$ cat config.mk
export PLATFORM = sky130hd
export DESIGN_NAME = base64_stream_decoder
export DESIGN_NICKNAME = d
export VERILOG_FILES = /design/src/rtl/core/bdec_pkg.sv /design/src/rtl/core/bdec_front.sv /design/src/rtl/core/bdec_queue.sv /design/src/rtl/core/bdec_back.sv /design/src/rtl/core/base64_stream_decoder.sv
export SDC_FILE = /design/constraint.sdc
export NUM_CORES = 1
export LEC_CHECK = 0
export ABC_AREA = 1
export BUFFER_PORTS_ARGS = -buffer_cell sky130_fd_sc_hd__buf_2
export CELL_PAD_IN_SITES_DETAIL_PLACEMENT = 0
export CELL_PAD_IN_SITES_GLOBAL_PLACEMENT = 2
export CORE_MARGIN = 1.5
export CORE_UTILIZATION = 45
export DETAILED_ROUTE_END_ITERATION = 6
export HOLD_SLACK_MARGIN = 0.05
export PLACE_DENSITY = 0.83
export REMOVE_ABC_BUFFERS = 1
export SLEW_MARGIN = 20
export SYNTH_ARGS = -nofsm -noshare
export SYNTH_HDL_FRONTEND = slang
export SYNTH_SLANG_ARGS = --single-unit
$ cat constraint.sdc
create_clock -name clk -period 6.45 [get_ports clk]
set_clock_uncertainty 0.2 [all_clocks]
set_input_delay 0.3225 -clock clk [delete_from_list [all_inputs] [get_ports clk]]
set_output_delay 0.3225 -clock clk [all_outputs]
set_load 0.005 [all_outputs]
$ cat src/rtl/core/bdec_pkg.sv
// Package for the base64 stream decoder: character classes, the decode
// function and the job word that passes from the front end to the back end.
// No dependencies; all files but the checker use it by scoped names.
`default_nettype none

package bdec_pkg;

    // Sextet values of the two punctuation members of the alphabet.
    localparam logic [5:0] SEXTET_PLUS  = 6'd62;
    localparam logic [5:0] SEXTET_SLASH = 6'd63;

    // Characters with a special meaning.
    localparam logic [7:0] CHAR_NUL = 8'h00;
    localparam logic [7:0] CHAR_PAD = 8'h3D;

    // Depth of the job queue between front and back end.
    localparam int QUEUE_DEPTH = 4;
    localparam int QUEUE_AW    = $clog2(QUEUE_DEPTH);

    // How the front end treats one character.
    typedef enum logic [1:0] {
        CLS_DATA,
        CLS_SKIP,
        CLS_END
    } char_class_t;

    // One unit of work for the back end: up to three bytes, most
    // significant first. A byte count of zero means a single empty
    // end-of-message item.
    typedef struct packed {
        logic [23:0] word;
        logic [1:0]  nbytes;
        logic        last_of_msg;
    } job_t;

    // Classify a character.
    function automatic char_class_t classify(input logic [7:0] c);
        char_class_t cls;
        case (c) inside
            ["A":"Z"], ["a":"z"], ["0":"9"], "+", "/": cls = CLS_DATA;
            CHAR_NUL, CHAR_PAD:                        cls = CLS_END;
            default:                                   cls = CLS_SKIP;
        endcase
        return cls;
    endfunction

    // Sextet value of an alphabet character; zero for anything else.
    function automatic logic [5:0] sextet(input logic [7:0] c);
        logic [5:0] s;
        case (c) inside
            ["A":"Z"]: s = 6'(c - 8'h41);
            ["a":"z"]: s = 6'(c - 8'h61 + 8'd26);
            ["0":"9"]: s = 6'(c - 8'h30 + 8'd52);
            "+":       s = SEXTET_PLUS;
            "/":       s = SEXTET_SLASH;
            default:   s = 6'd0;
        endcase
        return s;
    endfunction

endpackage

`default_nettype wire

$ cat src/rtl/core/bdec_front.sv
// Front end of the base64 stream decoder: accepts characters, gathers
// sextets and hands complete groups and message ends to the job queue.
// Depends on bdec_pkg.
`default_nettype none

module bdec_front
(
    input  wire logic          clk,
    input  wire logic          rst_n,
    input  wire logic          char_valid,
    output logic               char_ready,
    input  wire logic [7:0]    text_char,
    input  wire logic          queue_full,
    output logic               push,
    output bdec_pkg::job_t     push_job
);

    logic [17:0]           acc_reg, acc_next;
    logic [1:0]            count_reg, count_next;
    logic                  wait_reg, wait_next;
    bdec_pkg::char_class_t cls;
    logic [5:0]            sx;
    logic                  take;

    // A character is taken whenever the queue can hold a job.
    assign char_ready = !queue_full;
    assign take       = char_valid && char_ready;
    assign cls        = bdec_pkg::classify(text_char);
    assign sx         = bdec_pkg::sextet(text_char);

    // Group state.
    always_ff @(posedge clk or negedge rst_n)
    begin
        if (!rst_n)
        begin
            acc_reg   <= '0;
            count_reg <= '0;
            wait_reg  <= 1'b0;
        end
        else
        begin
            acc_reg   <= acc_next;
            count_reg <= count_next;
            wait_reg  <= wait_next;
        end
    end

    // Classification and job building.
    always_comb
    begin
        acc_next   = acc_reg;
        count_next = count_reg;
        wait_next  = wait_reg;
        push       = 1'b0;
        push_job   = '0;
        if (take)
        begin
            if (wait_reg)
            begin
                // After padding, only a NUL re-arms the decoder.
                if (text_char == bdec_pkg::CHAR_NUL)
                begin
                    wait_next = 1'b0;
                end
            end
            else
            begin
                case (cls)
                    bdec_pkg::CLS_DATA:
                    begin
                        if (count_reg == 2'd3)
                        begin
                            push               = 1'b1;
                            push_job.word      = {acc_reg, sx};
                            push_job.nbytes    = 2'd3;
                            acc_next           = '0;
                            count_next         = '0;
                        end
                        else
                        begin
                            acc_next   = {acc_reg[11:0], sx};
                            count_next = count_reg + 2'd1;
                        end
                    end
                    bdec_pkg::CLS_END:
                    begin
                        // Flush the partial group, missing sextets as zero.
                        push                 = 1'b1;
                        push_job.last_of_msg = 1'b1;
                        case (count_reg)
                            2'd1:
                            begin
                                push_job.word   = {acc_reg[5:0], 18'd0};
                                push_job.nbytes = 2'd0;
                            end
                            2'd2:
                            begin
                                push_job.word   = {acc_reg[11:0], 12'd0};
                                push_job.nbytes = 2'd1;
                            end
                            2'd3:
                            begin
                                push_job.word   = {acc_reg, 6'd0};
                                push_job.nbytes = 2'd2;
                            end
                            default:
                            begin
                                push_job.word   = '0;
                                push_job.nbytes = 2'd0;
                            end
                        endcase
                        acc_next   = '0;
                        count_next = '0;
                        wait_next  = (text_char == bdec_pkg::CHAR_PAD);
                    end
                    default:
                    begin
                        // Characters outside the alphabet are dropped.
                    end
                endcase
            end
        end
    end

endmodule

`default_nettype wire

$ cat src/rtl/core/bdec_queue.sv
// Job queue of the base64 stream decoder: a small register file FIFO that
// lets the front and back ends stall independently.
// Depends on bdec_pkg.
`default_nettype none

module bdec_queue
(
    input  wire logic           clk,
    input  wire logic           rst_n,
    input  wire logic           push,
    input  wire bdec_pkg::job_t push_job,
    input  wire logic           pop,
    output logic                full,
    output logic                not_empty,
    output bdec_pkg::job_t      head
);

    bdec_pkg::job_t                  mem [bdec_pkg::QUEUE_DEPTH];
    logic [bdec_pkg::QUEUE_AW-1:0]   wptr_reg, rptr_reg;
    logic [bdec_pkg::QUEUE_AW:0]     fill_reg, fill_next;

    assign full      = (fill_reg == (bdec_pkg::QUEUE_AW+1)'(bdec_pkg::QUEUE_DEPTH));
    assign not_empty = (fill_reg != '0);
    assign head      = mem[rptr_reg];

    // Storage: payload only, no reset needed.
    always_ff @(posedge clk)
    begin
        if (push)
        begin
            mem[wptr_reg] <= push_job;
        end
    end

    // Fill level.
    always_comb
    begin
        fill_next = fill_reg;
        case ({push, pop})
            2'b10:   fill_next = fill_reg + 1'b1;
            2'b01:   fill_next = fill_reg - 1'b1;
            default: fill_next = fill_reg;
        endcase
    end

    // Pointers.
    always_ff @(posedge clk or negedge rst_n)
    begin
        if (!rst_n)
        begin
            wptr_reg <= '0;
            rptr_reg <= '0;
            fill_reg <= '0;
        end
        else
        begin
            if (push)
            begin
                wptr_reg <= wptr_reg + 1'b1;
            end
            if (pop)
            begin
                rptr_reg <= rptr_reg + 1'b1;
            end
            fill_reg <= fill_next;
        end
    end

endmodule

`default_nettype wire

$ cat src/rtl/core/bdec_back.sv
// Back end of the base64 stream decoder: takes jobs from the queue and
// presents their bytes one item per cycle while result_ready is high.
// Depends on bdec_pkg.
`default_nettype none

module bdec_back
(
    input  wire logic           clk,
    input  wire logic           rst_n,
    input  wire logic           queue_not_empty,
    input  wire bdec_pkg::job_t head,
    output logic                pop,
    output logic                result_valid,
    input  wire logic           result_ready,
    output logic [7:0]          out_byte,
    output logic                byte_valid,
    output logic                end_of_message
);

    bdec_pkg::job_t job_reg;
    logic [1:0]     idx_reg, idx_next;
    logic           busy_reg, busy_next;
    logic [1:0]     last_idx;
    logic           at_last;
    logic           done;

    // Position of the final item of the current job.
    assign last_idx = (job_reg.nbytes == 2'd0) ? 2'd0 : job_reg.nbytes - 2'd1;
    assign at_last  = (idx_reg == last_idx);
    assign done     = busy_reg && result_ready && at_last;
    assign pop      = queue_not_empty && (!busy_reg || done);

    // Result item selection from the held job.
    always_comb
    begin
        case (idx_reg)
            2'd0:    out_byte = job_reg.word[23:16];
            2'd1:    out_byte = job_reg.word[15:8];
            default: out_byte = job_reg.word[7:0];
        endcase
        if (job_reg.nbytes == 2'd0)
        begin
            out_byte = 8'd0;
        end
    end

    assign result_valid   = busy_reg;
    assign byte_valid     = (job_reg.nbytes != 2'd0);
    assign end_of_message = job_reg.last_of_msg && at_last;

    // Sequencing through the bytes of a job.
    always_comb
    begin
        idx_next  = idx_reg;
        busy_next = busy_reg;
        if (pop)
        begin
            idx_next  = 2'd0;
            busy_next = 1'b1;
        end
        else if (done)
        begin
            busy_next = 1'b0;
        end
        else if (busy_reg && result_ready)
        begin
            idx_next = idx_reg + 2'd1;
        end
    end

    always_ff @(posedge clk or negedge rst_n)
    begin
        if (!rst_n)
        begin
            idx_reg  <= '0;
            busy_reg <= 1'b0;
        end
        else
        begin
            idx_reg  <= idx_next;
            busy_reg <= busy_next;
        end
    end

    // Job payload register.
    always_ff @(posedge clk)
    begin
        if (pop)
        begin
            job_reg <= head;
        end
    end

endmodule

`default_nettype wire

$ cat src/rtl/core/base64_stream_decoder.sv
// Base64 stream decoder: one character accepted per cycle while the queue is
// not full; up to three result items per job, presented one per cycle while
// result_ready is high. A job enters the queue at the accepting edge and loads
// into the back end's job register when the back end pops it. A four-entry job
// queue lets the input run ahead of a stalled output. Reset (rst_n low,
// asynchronous) clears group state, queue pointers and output valid at once.
`default_nettype none

module base64_stream_decoder
(
    input  wire logic       clk,
    input  wire logic       rst_n,
    input  wire logic       char_valid,
    output logic            char_ready,
    input  wire logic [7:0] text_char,
    output logic            result_valid,
    input  wire logic       result_ready,
    output logic [7:0]      out_byte,
    output logic            byte_valid,
    output logic            end_of_message
);

    logic           push;
    bdec_pkg::job_t push_job;
    logic           pop;
    logic           queue_full;
    logic           queue_not_empty;
    bdec_pkg::job_t head;

    // Character intake and sextet gathering.
    bdec_front u_front
    (
        .clk        (clk),
        .rst_n      (rst_n),
        .char_valid (char_valid),
        .char_ready (char_ready),
        .text_char  (text_char),
        .queue_full (queue_full),
        .push       (push),
        .push_job   (push_job)
    );

    // Jobs waiting for the output side.
    bdec_queue u_queue
    (
        .clk       (clk),
        .rst_n     (rst_n),
        .push      (push),
        .push_job  (push_job),
        .pop       (pop),
        .full      (queue_full),
        .not_empty (queue_not_empty),
        .head      (head)
    );

    // Byte serialisation.
    bdec_back u_back
    (
        .clk             (clk),
        .rst_n           (rst_n),
        .queue_not_empty (queue_not_empty),
        .head            (head),
        .pop             (pop),
        .result_valid    (result_valid),
        .result_ready    (result_ready),
        .out_byte        (out_byte),
        .byte_valid      (byte_valid),
        .end_of_message  (end_of_message)
    );

endmodule

`default_nettype wire

# [Yosys cells after proc, flatten, opt, wreduce, memory -nomap -nowiden]
# Memories as Yosys holds them, arrays and structs flattened. A register that Yosys moved wholly into a read port is not among the register bits.
# Cells that the tools add are included.
[totals] ff_bits=31 mem_bits_rw=108 out_inout_bits=12 elab_cells=101 mem_count=1
[op_classes] addsub=12 magnitude_cmp=6 n_eq_ne=13 n_mux=35 bitwise_logic=1 n_reduce_logical=25
[mem_list] memory="u_queue.mem" depth=4 width=27 read_ports=1 rd_clocked_by_memory_dff=1 wr=1 line_no="bdec_queue.sv:18" text="bdec_pkg::job_t mem [bdec_pkg::QUEUE_DEPTH];"
[op_table] op="$pmux 26 s3" count=1
[op_table] op="$mux 27" count=2
[op_table] op="$pmux 26 s2" count=1
[op_table] op="$pmux 18 s2" count=1
[op_table] op="$mux 6" count=5
[op_table] op="$mux 26" count=1
[op_table] op="$eq 8x6->1 const B" count=3
[op_table] op="$mux 18" count=1
[op_table] op="$ge 8x7->1 const B" count=2
[op_table] op="$le 8x7->1 const B" count=2
[op_table] op="$pmux 8 s2" count=1
[op_table] op="$mux 2" count=7
[op_table] op="$sub 6x6->6 const B" count=2
[op_table] op="$mux 1" count=11
[op_table] op="$reduce_bool 2->1" count=5
[op_table] op="$add 2x1->2 const B" count=4
[op_table] op="$eq 2x2->1 const B" count=4
[op_table] op="$ge 8x6->1 const B" count=1
[op_table] op="$le 8x6->1 const B" count=1
[op_table] op="$logic_and 1x1->1" count=8
[op_table] op="$logic_not 8->1" count=1
[op_table] op="$mux 8" count=1
[op_table] op="$add 6x5->6 const B" count=1
[op_table] op="$add 6x6->6 const B" count=1
[op_table] op="20 further kinds" count=25

# [Depth between registers and ports, before layout]
# Gate-level depths: netlist (run 1).
[logic_depth] depth_word=10 depth_mapped=19 ltp_nobuf=19

# [Cells and area by module]
# A second synthesis (run 1) with hierarchy kept.
[hier_totals] cells_unflattened=825 hier_area_um2=8275.4
[by_module_without_submodules] module="bdec_queue" n_inst=1 cells_each=363 area_each_um2=4742.0
[by_module_without_submodules] module="bdec_front" n_inst=1 cells_each=363 area_each_um2=2319.7
[by_module_without_submodules] module="bdec_back" n_inst=1 cells_each=99 area_each_um2=1213.7

# [Worst setup path after synthesis (run 1)]
# Ideal clock, no wire load.
[synth_timing] kind="reg-to-reg" start="register u_back.job_reg[1] (netlist name)" end="register u_queue.fill_reg[2] (netlist name)" arrival_time_ns=3.377 t_required_ns=6.126 slack_ns=2.749 path_stages_with_launch=12 path_buffers=0 synth_period_minus_slack_ns=3.701 path_cell_list="edfxtp_1 -> nor2_1 -> nand3_1 -> nand2_1 -> nand2_1 -> a21oi_1 -> ha_1 -> inv_1 -> fa_1 -> a21oi_1 -> o21ai_0 -> xnor2_1"
[synth_between] elab_chain_len=8 elab_cells_between_ends=11 cone_classes="1 x add/sub; 3 x eq/ne; 2 x mux; 5 x reduce/logical"
[synth_rtl] item="$sub 2x1->2 / $logic_not 2->1 (equally long branches)" line_no="bdec_back.sv:28" text="assign last_idx = (job_reg.nbytes == 2'd0) ? 2'd0 : job_reg.nbytes - 2'd1;"
[synth_rtl] item="$mux 2 *" line_no="bdec_back.sv:28"
[synth_rtl] item="$eq 2x2->1 *" line_no="bdec_back.sv:29" text="assign at_last = (idx_reg == last_idx);"
[synth_rtl] item="$logic_and 1x1->1 *" line_no="bdec_back.sv:30" text="assign done = busy_reg && result_ready && at_last;"
[synth_rtl] item="$logic_or 1x1->1 *" line_no="bdec_back.sv:31" text="assign pop = queue_not_empty && (!busy_reg || done);"
[synth_rtl] item="$logic_and 1x1->1 *" line_no="bdec_back.sv:31"
[synth_rtl] item="via pop" line_no="base64_stream_decoder.sv:25" text="logic pop;"
[synth_rtl] item="$eq 2x1->1 / $eq 2x2->1 (equally long branches)" line_no="bdec_queue.sv:39" text="case ({push, pop})"
[synth_rtl] item="$pmux 3 s2 / $reduce_bool 2->1 (equally long branches)"
[synth_rtl] item="end signal: assignment" line_no="bdec_queue.sv:65" text="fill_reg <= fill_next;"
[synth_rtl] item="end: declaration" line_no="bdec_queue.sv:20" text="logic [bdec_pkg::QUEUE_AW:0] fill_reg, fill_next;"
# Mark *: on every way through the listed nets, which the timed path passes. The rest lies on a longest branch.
# A chain may end at the register's enable or synchronous reset.

# [Worst setup path after layout (run 1)]
[layout_timing] start="register u_queue.fill_reg[0] (netlist name)" end="register u_queue.fill_reg[1] (netlist name)"
[layout_between] elab_chain_len=6 elab_cells_between_ends=12 cone_classes="2 x add/sub; 3 x eq/ne; 2 x mux; 5 x reduce/logical"
[layout_rtl] item="$eq 3x3->1" line_no="bdec_queue.sv:22" text="assign full = (fill_reg == (bdec_pkg::QUEUE_AW+1)'(bdec_pkg::QUEUE_DEPTH));"
[layout_rtl] item="$logic_not 1->1" line_no="bdec_front.sv:26" text="assign char_ready = !queue_full;"
[layout_rtl] item="$logic_and 1x1->1" line_no="bdec_front.sv:27" text="assign take = char_valid && char_ready;"
[layout_rtl] item="$mux 1" line_no="bdec_front.sv:56" text="if (take)"
[layout_rtl] item="$eq 2x1->1 / $eq 2x2->1 (equally long branches)" line_no="bdec_queue.sv:39"
[layout_rtl] item="$pmux 3 s2 / $reduce_bool 2->1 (equally long branches)"
# Parallel ways exist; a longest one is shown, timed or not.

==> impl_results.md, run 1 <==
- Status: finished clean
- Worst-Skew Late Latency: 420 ps
- Sequential area share after synthesis: 63.7%
- DR WL/cell: 16.8 um
- Placement Setup Slack: 3040 ps
- Die area: 17600 um2
- Largest net degree at the start of global routing: 58
- Initial antenna violation count: 0
- Final std cell area, no fill: 8560 um2
- Post-DR vias/cell: 5.26
- Port bufs: 23
- Final hold viol count: 0
- Finished Core Util: 51.8%
- WP data arrival: 3300 ps
- Maxcap violations: 0
- Tmin final: 3160 ps
- Setup slack, reg-to-reg: 3290 ps
- Mean post-synth cell area: 10.5 um2
- Area growth syn-to-layout: 12.9%
- Worst slew pin tran: 955 ps
- Final TNS setup: 0 ps
- Initial core utilization: 45.9%
- Final setup margin: 3290 ps
- Clock buffer depth: 2
- Inserted Clock Buffers: 17
- Reg2reg path depth: 12
- CTS tree: done
- Core box area: 16500 um2
- Critical path data required time: 6590 ps
- Worst setup startpoint: u_queue.fill_reg[0]
- H-tree lvl count: 4
- Sequential cell area: 4830 um2
- Setup crit start kind: register
- CTS Sinks: 166
- Vias in the first global route: 4879
- Max-slew headroom: 36.3%
- Async set-or-reset flop fraction in the synthesized netlist: 18.7%
- Post-synth top flop: edfxtp_1
- Flip-flop and latch count after synthesis: 166
- Fmax: 316 MHz
- DRC viols: 0
- Die Ht: 133 um
- Placed cell areas: 7930 um2
- Total Routing Usage GR: 19.5%
- R2r endpoint: u_queue.fill_reg[1]
- Vias: 5151
- Fraction of layout instances using a drive strength above 1: 11.6%
- # resized after CTS: 0
- Max Fanout on Critical Path: 15
- Max VDD drop: 0.000190 V
- Placer Congestion: 0.869
- Tightest Hold Check Type: input pin to register
- EDFF count, synth: 135
- Wirelength, routed: 16500 um
- Post-route ant nets: 0
- Overall power: 3.43 mW
- Die X: 133 um
- PD cells: 400 nW/um2
- Hold Slack: 135 ps
- Clock-pin slew on the worst setup and hold paths: 60 ps
- Count of final setup violators: 0
- DPL Wire Length: 11100 um
- Root Driver: clkbuf_16
- Placed instance count: 945
- Site Rows: 47
- Post-Syn Area: 7580 um2
- Total gr overflow: 0
- RSZ-0062 raised after global routing: false
- Final Instance Count excl. Fillers: 979
- Detailed Route Iter0 Violations: 420
- Initial DRT Pass Iterations: 5
- Multi-input logic area: 2420 um2
- P_leak: 3.18 nW
- Reg2reg start: u_queue.fill_reg[0]
- Synth Instances: 721
- NumNets Final: 779
- Number of flip-flops in the largest register: 108
- I/O pin count: 24
- CP endpoint: u_queue.fill_reg[1]
- Number of max-slew violations in the final report: 0
- Synth warn: 0
- Number of unique standard cell types used by synthesis: 36
- Fillers: 1466
- First-pass GRT wire length: 26100 um
- Final Cycle Share: 49.1%
- Setup CP Type: register to register
- Crit path capture type: register
- ANT cells: 0
cells in the mapped netlist (all sizes together), types with 2 or more instances:
library cell  instances  area, um2
nand2               167        662
edfxtp              135       4050
nor2                 82        313
o21ai                73        365
inv                  60        228
nand3                43        253
dfrtp                31        776
o22ai                28        175
clkbuf               21       78.8
ha                   20        250
a21oi                15       78.8
xor2                  9       78.8
a31oi                 8       50.1
buf                   6       41.3
nand4                 5       31.3
o221ai                5       43.8
a21boi                2       15.0
nor3                  2       10.0
o211ai                2       15.0
xnor2                 2       17.5
cells by family after synthesis:
kind of cell               Yosys count  synth area share (%)
xor gates and xnor gates            11                  1.27
adders and majority gates           21                  3.57
AOI/OAI and AO/OA                  133                  9.81
and+or+nand+nor                    302                  17.0
DFF                                166                  63.7
buffers and inverters               88                  4.64
report_power, final:
part	internal (mW)	switching (mW)	leakage, nW
clock	0.657	0.375	0.295
combinational	0.302	0.637	1.34
sequential	1.35	0.103	1.54
total	2.31	1.11	3.18
cell type report:
type                            count  share of cell area [%]
Clock buffer                       23                    5.35
Clock inverter                      9                    1.75
Inverter                           61                    2.70
Multi-Input combinational cell    467                    28.3
Sequential cell                   166                    56.4
Tap cell                          220                    3.22
Timing Repair Buffer               33                    2.28
worst min path at each step:
stage	cells past startpoint	to	from
finish	4	u_front.wait_reg	char_valid
global route	4	u_front.wait_reg	char_valid
CTS	4	u_front.wait_reg	char_valid
detailed placement	1	u_queue.fill_reg[2]	rst_n
global placement	1	u_queue.fill_reg[0]	rst_n
floorplan	0	u_back.idx_reg[0]	rst_n
worst max-delay path: stages (launching register included):
cell     delay, ps
dfrtp_1        410
inv_2           70
nand3_2         80
nand2_1        100
or2_1          250
inv_1          430
nand3_2        370
nand2_2        200
inv_2          100
ha_1           210
inv_1           90
fa_1           400
o21ai_0        170
per-layer routing:
| layer | part of all wire (%) | track usage [%] | vias to the layer above | wire length (um) |
|---|---|---|---|---|
| met3 | 2.7 | 3.30 | 18 | 443 |
| met4 | 1.4 | 5.86 | 0 | 235 |
| met2 | 48 | 32.3 | 92 | 7860 |
| met1 | 48 | 26.5 | 2509 | 7950 |
| met5 | 0 | 0 | - | 0 |
| li1 | - | - | 2532 | - |
timing repair:
item	CTS	global route
hold buffers	2	0
endpoints found under the hold margin	32	0
buffers inserted	0	0
cell usage in the layout (no fill, tap or decap), drive strengths merged, types with 4 or more instances in the layout:
cell type / netlist / layout
a21oi: 15 / 15
clkinv: 1 / 5
buf: 6 / 31
a31oi: 8 / 8
xor2: 9 / 9
bufinv: 0 / 4
o21ai: 73 / 73
o22ai: 28 / 28
nand2: 167 / 167
ha: 20 / 20
edfxtp: 135 / 135
nor2: 82 / 82
o221ai: 5 / 5
dfrtp: 31 / 31
inv: 60 / 61
clkbuf: 21 / 23
nand3: 43 / 43
nand4: 5 / 5
Note: power is estimated with default switching activity, not from simulation.
==> inputs of run 2 (changes only) <==
CORE_UTILIZATION = 41   (was 45)
PLACE_DENSITY = 0.77   (was 0.83)
clock period = 2.95 ns   (was 6.45 ns; I/O delays follow)
==> run 2 against run 1 <==
Effect of this change: combinational power up 130%; worst hold slack worse by 86 ps; sequential power up 120%; clock-buffer cell count down 5; global-route usage down 0.96 points; wire length up 5.2%; first-iteration DRC count down 23%; register-to-register slack worse by 2900 ps; total power up 120%; fmax up 26%; non-clock buffer count up 16; critical path type unchanged; largest cell class unchanged.
==> impl_results.md, run 2 (synthesized netlist as in run 1, its figures left out) <==
- ANT cells: 0 (unchanged)
- Final Cycle Share: 85.4% (+36 points)
- Clock buffer depth: 2 (unchanged)
- First-pass GRT wire length: 27400 um (+5.0%)
- RSZ-0062 raised after global routing: false
- Count of final setup violators: 0 (unchanged)
- DPL Wire Length: 11800 um (+6.4%)
- Total Routing Usage GR: 18.5% (-0.96 points)
- Die area: 19300 um2 (+9.5%)
- Clk pwr share: 28.4% (-1.7 points)
- DRC viols: 0 (unchanged)
- Critical Path Max Stage Delay: 410 ps (-20 ps)
- Max Fanout on Critical Path: 3 (-12)
- Sequential cell fraction of total power: 43.0% (+0.5 points)
- Post-route ant nets: 0 (unchanged)
- NumNets Final: 795 (+2.1%)
- H-tree lvl count: 4 (unchanged)
- Detailed Route Iter0 Violations: 323 (-23%)
- Comb pwr share: 28.7% (+1.3 points)
- Maxcap violations: 0 (unchanged)
- Core box area: 18000 um2 (+9.1%)
- Die Ht: 139 um (+4.7%)
- DR WL/cell: 17.3 um (+2.8%)
- Hold Slack: 48.7 ps (-86.5 ps)
- Vias: 5185 (+0.66%)
- CTS tree: done
- Fmax: 397 MHz (+26%)
- Largest net degree at the start of global routing: 57 (-1.7%)
- Max VDD drop: 0.000418 V (+120%)
- Final setup margin: 431 ps (-2850 ps)
- Wirelength, routed: 17300 um (+5.2%)
- Final TNS setup: 0 ps (unchanged)
- Overall power: 7.41 mW (+120%)
- Crit-path slowest cell: fa_1
- Critical path data required time: 3070 ps (-3520 ps)
- Inserted Clock Buffers: 17 (unchanged)
- Worst setup startpoint: u_queue.fill_reg[0]
- Max-slew headroom: 38.3% (+2.1 points)
- PD cells: 852 nW/um2 (+110%)
- Initial antenna violation count: 0 (unchanged)
- R2r endpoint: u_queue.fill_reg[1]
- Status: finished clean
- Net switching power figure: 2.52 mW (+130%)
- Crit path capture type: register
- Port bufs: 23 (unchanged)
- Tmin final: 2520 ps (-645 ps)
- Worst-Skew Late Latency: 420 ps (about the same)
- Number of max-slew violations in the final report: 0 (unchanged)
- Commonest non-fill, non-tap cell in the layout: nand2_1
- Area growth syn-to-layout: 14.8%
- CP cell instances: inv_2 > nand3_2 > nand2_1 > or2_1 > nor2_1 > nand2_1 > nand2_2 > inv_2 > ha_1 > inv_1 > fa_1 > o21ai_0
- Root Driver: clkbuf_16
- Setup slack, reg-to-reg: 430 ps (-2850 ps)
- Initial core utilization: 42.1% (-3.8 points)
- Total gr overflow: 0 (unchanged)
- Commonest non-fill, non-tap cells in the layout: nand2_1 (159), edfxtp_1 (135), nor2_1 (76)
- Sequential cell area: 4830 um2 (unchanged)
- Placed instance count: 967 (+2.3%)
- Placer Congestion: 0.857 (-1.3%)
- CTS Sinks: 166 (unchanged)
- Clock-pin slew on the worst setup and hold paths: 60 ps (about the same)
- Placement Setup Slack: 116 ps (-2920 ps)
- Reg2reg path depth: 12 (unchanged)
- CP endpoint: u_queue.fill_reg[1]
- Finished Core Util: 48.3% (-3.5 points)
- Site Rows: 49 (+4.3%)
- Int Pwr: 4.89 mW (+110%)
- Fillers: 1661 (+13%)
- Placed cell areas: 8090 um2 (+2.0%)
- Die X: 139 um (+4.7%)
- Switching Fraction: 34.1% (+1.5 points)
- Final hold viol count: 0 (unchanged)
- Multi-input logic area: 2420 um2 (unchanged)
- Tightest Hold Check Type: input pin to register
- Fraction of layout instances using a drive strength above 1: 13.3% (+1.7 points)
- Final Instance Count excl. Fillers: 1002 (+2.3%)
- Hold Path Origin: text_char[2]
- Post-DR vias/cell: 5.17 (-1.7%)
- Setup Buffers After CTS: 0 (unchanged)
- Reg2reg start: u_queue.fill_reg[0]
- Vias in the first global route: 4978 (+2.0%)
- Setup CP Type: register to register
- Worst slew pin tran: 919 ps (-35.6 ps)
- Final std cell area, no fill: 8700 um2 (+1.7%)
- P_leak: 3.24 nW (+1.8%)
- Number of flip-flops in the largest register: 108 (unchanged)
- Initial DRT Pass Iterations: 5 (unchanged)
- I/O pin count: 24 (unchanged)
- WP data arrival: 2640 ps (-660 ps)
- Setup crit start kind: register
[run 2: cell types whose count changed in the layout (fill, tap and decap cells not counted), sizes merged]
cell	before	now
inv	61	62
dlygate4sd3	2	5
buf	31	44
clkinvlp	0	2
bufinv	4	2
clkinv	5	7
clkbuf	23	18
[run 2: critical path: cells and delay by family (launching register included)]
kind	cells	cell delay, ps
AO/OA/AOI/OAI	1	200
flip-flops	1	400
AND/OR/NAND/NOR	6	840
adder cells (fa/ha/maj)	2	590
buffers and inverters	3	210
[run 2: cell type report]
cell class | instances | area share [%]
Multi-Input combinational cell | 467 | 27.8
Clock buffer | 18 | 4.93
Tap cell | 229 | 3.29
Timing Repair Buffer | 49 | 4.29
Clock inverter | 12 | 1.51
Sequential cell | 166 | 55.5
Inverter | 61 | 2.66
[run 2: power by group through the flow]
stage	Clock (mW)	Combinational (mW)	Sequential (mW)
6_report	2.10	2.12	3.19
5_1_grt	2.24	2.40	3.22
4_1_cts	2.14	2.16	3.19
3_5_place_dp	0	2.15	3.23
3_3_place_gp	0	2.10	3.23
2_1_floorplan	0	1.27	3.24
[run 2: layer usage]
| layer | track usage, % | part of all wire [%] | up-vias |
|---|---|---|---|
| li1 | - | - | 2564 |
| met1 | 25.4 | 47 | 2494 |
| met2 | 30.2 | 48 | 105 |
| met3 | 3.56 | 3.9 | 22 |
| met4 | 5.26 | 1.2 | 0 |
| met5 | 0 | 0 | - |
[run 2: what timing repair did]
action                    in CTS  in global routing
hold buffers                   5                  0
resized for setup              0                  0
hold endpoints to repair      36                  0
[run 2: worst min path at each step]
stage	end	slack (ps)	cells past startpoint
3_5_place_dp	u_front.acc_reg[11]	70	1
2_1_floorplan	u_back.idx_reg[0]	-350	0
3_3_place_gp	u_queue.fill_reg[2]	60	1
5_1_grt	u_front.acc_reg[2]	100	6
4_1_cts	u_front.acc_reg[2]	60	6
6_report	u_front.acc_reg[2]	50	6
==> inputs of run 3 (changes only) <==
CORE_ASPECT_RATIO = 0.6   (was not set)
PLACE_DENSITY = not set   (was 0.77)
PLACE_DENSITY_LB_ADDON = 0.1   (was not set)
==> run 3 against run 2 <==
Effect of this change: first-iteration DRC count up 45%; clock power rose by 3%; critical path type is now register to output port; sequential power is essentially flat; global-route usage increased by 2.7 points; utilization up 0.073 points; final cell count up 1.2%; wire length up 8.9%; cell area grew 0.39%; combinational power grew 3%; critical endpoint is now out_byte[1].
==> impl_results.md, run 3 (synthesized netlist as in run 1, its figures left out) <==
- Initial antenna violation count: 0 (unchanged)
- Max Fanout on Critical Path: 9 (+6)
- Setup crit start kind: register
- Detailed Route Iter0 Violations: 467 (+45%)
- Number of max-slew violations in the final report: 0 (unchanged)
- I/O pin count: 24 (unchanged)
- CTS Sinks: 166 (unchanged)
- Vias: 5376 (+3.7%)
- Final std cell area, no fill: 8730 um2 (+0.39%)
- Fmax: 372 MHz (-6.4%)
- Max VDD drop: 0.000412 V (-1.3%)
- Largest net degree at the start of global routing: 57 (unchanged)
- Worst-Skew Late Latency: 430 ps (about the same)
- Setup CP Type: register to output port
- Site Rows: 38 (-22%)
- Die area: 19300 um2 (+0.14%)
- # resized after CTS: 0 (unchanged)
- Post-DR vias/cell: 5.30 (+2.5%)
- Fraction of layout instances using a drive strength above 1: 13.8% (+0.50 points)
- Placement Setup Slack: 53.3 ps (-62.3 ps)
- Initial DRT Pass Iterations: 4 (-1)
- Inserted Clock Buffers: 17 (unchanged)
- RSZ-0062 raised after global routing: false
- Commonest non-fill, non-tap cell in the layout: nand2_1
- First-pass GRT wire length: 29700 um (+8.3%)
- CTS tree: done
- Final Cycle Share: 91.2% (+5.8 points)
- Initial core utilization: 42.0% (-0.099 points)
- Placed instance count: 977 (+1.0%)
- Core box area: 18100 um2 (+0.24%)
- Status: finished clean
- Area growth syn-to-layout: 15.2%
- Comb pwr share: 29.1% (+0.4 points)
- Sequential cell fraction of total power: 42.3% (-0.7 points)
- Vias in the first global route: 5198 (+4.4%)
- Total Routing Usage GR: 21.3% (+2.7 points)
- Root Driver: clkbuf_16
- Tightest Hold Check Type: input pin to register
- Count of final setup violators: 0 (unchanged)
- Clock buffer depth: 2 (unchanged)
- Final hold viol count: 0 (unchanged)
- DR WL/cell: 18.6 um (+7.6%)
- Die X: 179 um (+28%)
- Net switching power figure: 2.76 mW (+9.3%)
- Worst slew pin tran: 753 ps (-166 ps)
- Fillers: 1683 (+1.3%)
- Placer Congestion: 0.850 (-0.83%)
- Setup Buffers After CTS: 0 (unchanged)
- DPL Wire Length: 12700 um (+7.5%)
- Die Ht: 108 um (-22%)
- Hold-fix buffers at CTS: 5 (unchanged)
- Wirelength, routed: 18900 um (+8.9%)
- P_leak: 3.25 nW (+0.23%)
- Post-route ant nets: 0 (unchanged)
- Hold Slack: 109 ps (+60.5 ps)
- H-tree lvl count: 4 (unchanged)
- WP data arrival: 2340 ps (-300 ps)
- Port bufs: 23 (unchanged)
- Tmin final: 2690 ps (+172 ps)
- Placed cell areas: 8100 um2 (about the same)
- Int Pwr: 4.78 mW (-2.1%)
- Crit path capture type: output port
- Final setup margin: 260 ps (-172 ps)
- Clock-pin slew on the worst setup and hold paths: 70 ps (about the same)
- Finished Core Util: 48.3% (+0.073 points)
- Final Instance Count excl. Fillers: 1014 (+1.2%)
- ANT cells: 0 (unchanged)
- Max-slew headroom: 49.8% (+11 points)
- Number of flip-flops in the largest register: 108 (unchanged)
- NumNets Final: 794 (-0.13%)
- Critical path data required time: 2600 ps (-470 ps)
- DRC viols: 0 (unchanged)
- Switching Fraction: 36.6% (+2.5 points)
- Maxcap violations: 0 (unchanged)
- PD cells: 864 nW/um2 (+1.4%)
- Total gr overflow: 0 (unchanged)
- Setup slack, reg-to-reg: 460 ps (+30 ps)
- Clk pwr share: 28.6% (+0.2 points)
- Commonest non-fill, non-tap cells in the layout: nand2_1 (159), edfxtp_1 (135), nor2_1 (76)
-- run 3: worst paths after layout --
kind / start / end / cells past startpoint
setup / recovery: u_back.idx_reg[0] / out_byte[1] / 6
hold / removal: text_char[2] / u_front.acc_reg[2] / 5
setup reg to reg: u_queue.fill_reg[0] / u_queue.fill_reg[1] / 12
hold reg to reg: u_front.acc_reg[12] / u_front.acc_reg[12] / 2
max in group asynchronous: rst_n / u_queue.wptr_reg[1] / 2
min in group asynchronous: rst_n / u_front.acc_reg[9] / 2
-- run 3: layout make-up --
class / count / area (um2) / share of cell area (%)
inverter: 61 / 231 / 2.65
clock buffer: 17 / 425 / 4.87
clock inverter: 15 / 163 / 1.86
multi-input combinational: 467 / 2420 / 27.7
tap: 240 / 300 / 3.44
sequential: 166 / 4830 / 55.3
timing repair buffer: 48 / 365 / 4.18
-- run 3: routing by layer --
metal  share of wire (%)  vias to the layer above  track usage [%]
li1                    -                     2563                -
met1                  50                     2647             31.5
met2                  42                      151             30.0
met3                 7.0                       15             5.63
met4                 1.4                        0             7.14
met5                   0                        -                0
-- run 3: critical path, stage by stage (launching register included) --
cell and delay (ps):
dfrtp_1 350, inv_1 90, ha_1 360, nor2_1 590
nand2_1 200, a31oi_1 190, buf_2 140
-- run 3: power groups by stage --
stage	logic [mW]	clock network (mW)	registers, mW
finish	2.19	2.16	3.19
global route	2.49	2.31	3.23
CTS	2.21	2.21	3.19
detailed placement	2.19	0	3.24
global placement	2.17	0	3.23
floorplan	1.27	0	3.24
-- run 3: per-stage QoR --
stage | setup TNS [ps] | total power [mW]
finish | 0 | 7.54
global route | 0 | 8.03
CTS | 0 | 7.61
detailed placement | 0 | 5.43
global placement | 0 | 5.40
floorplan | -44840 | 4.52
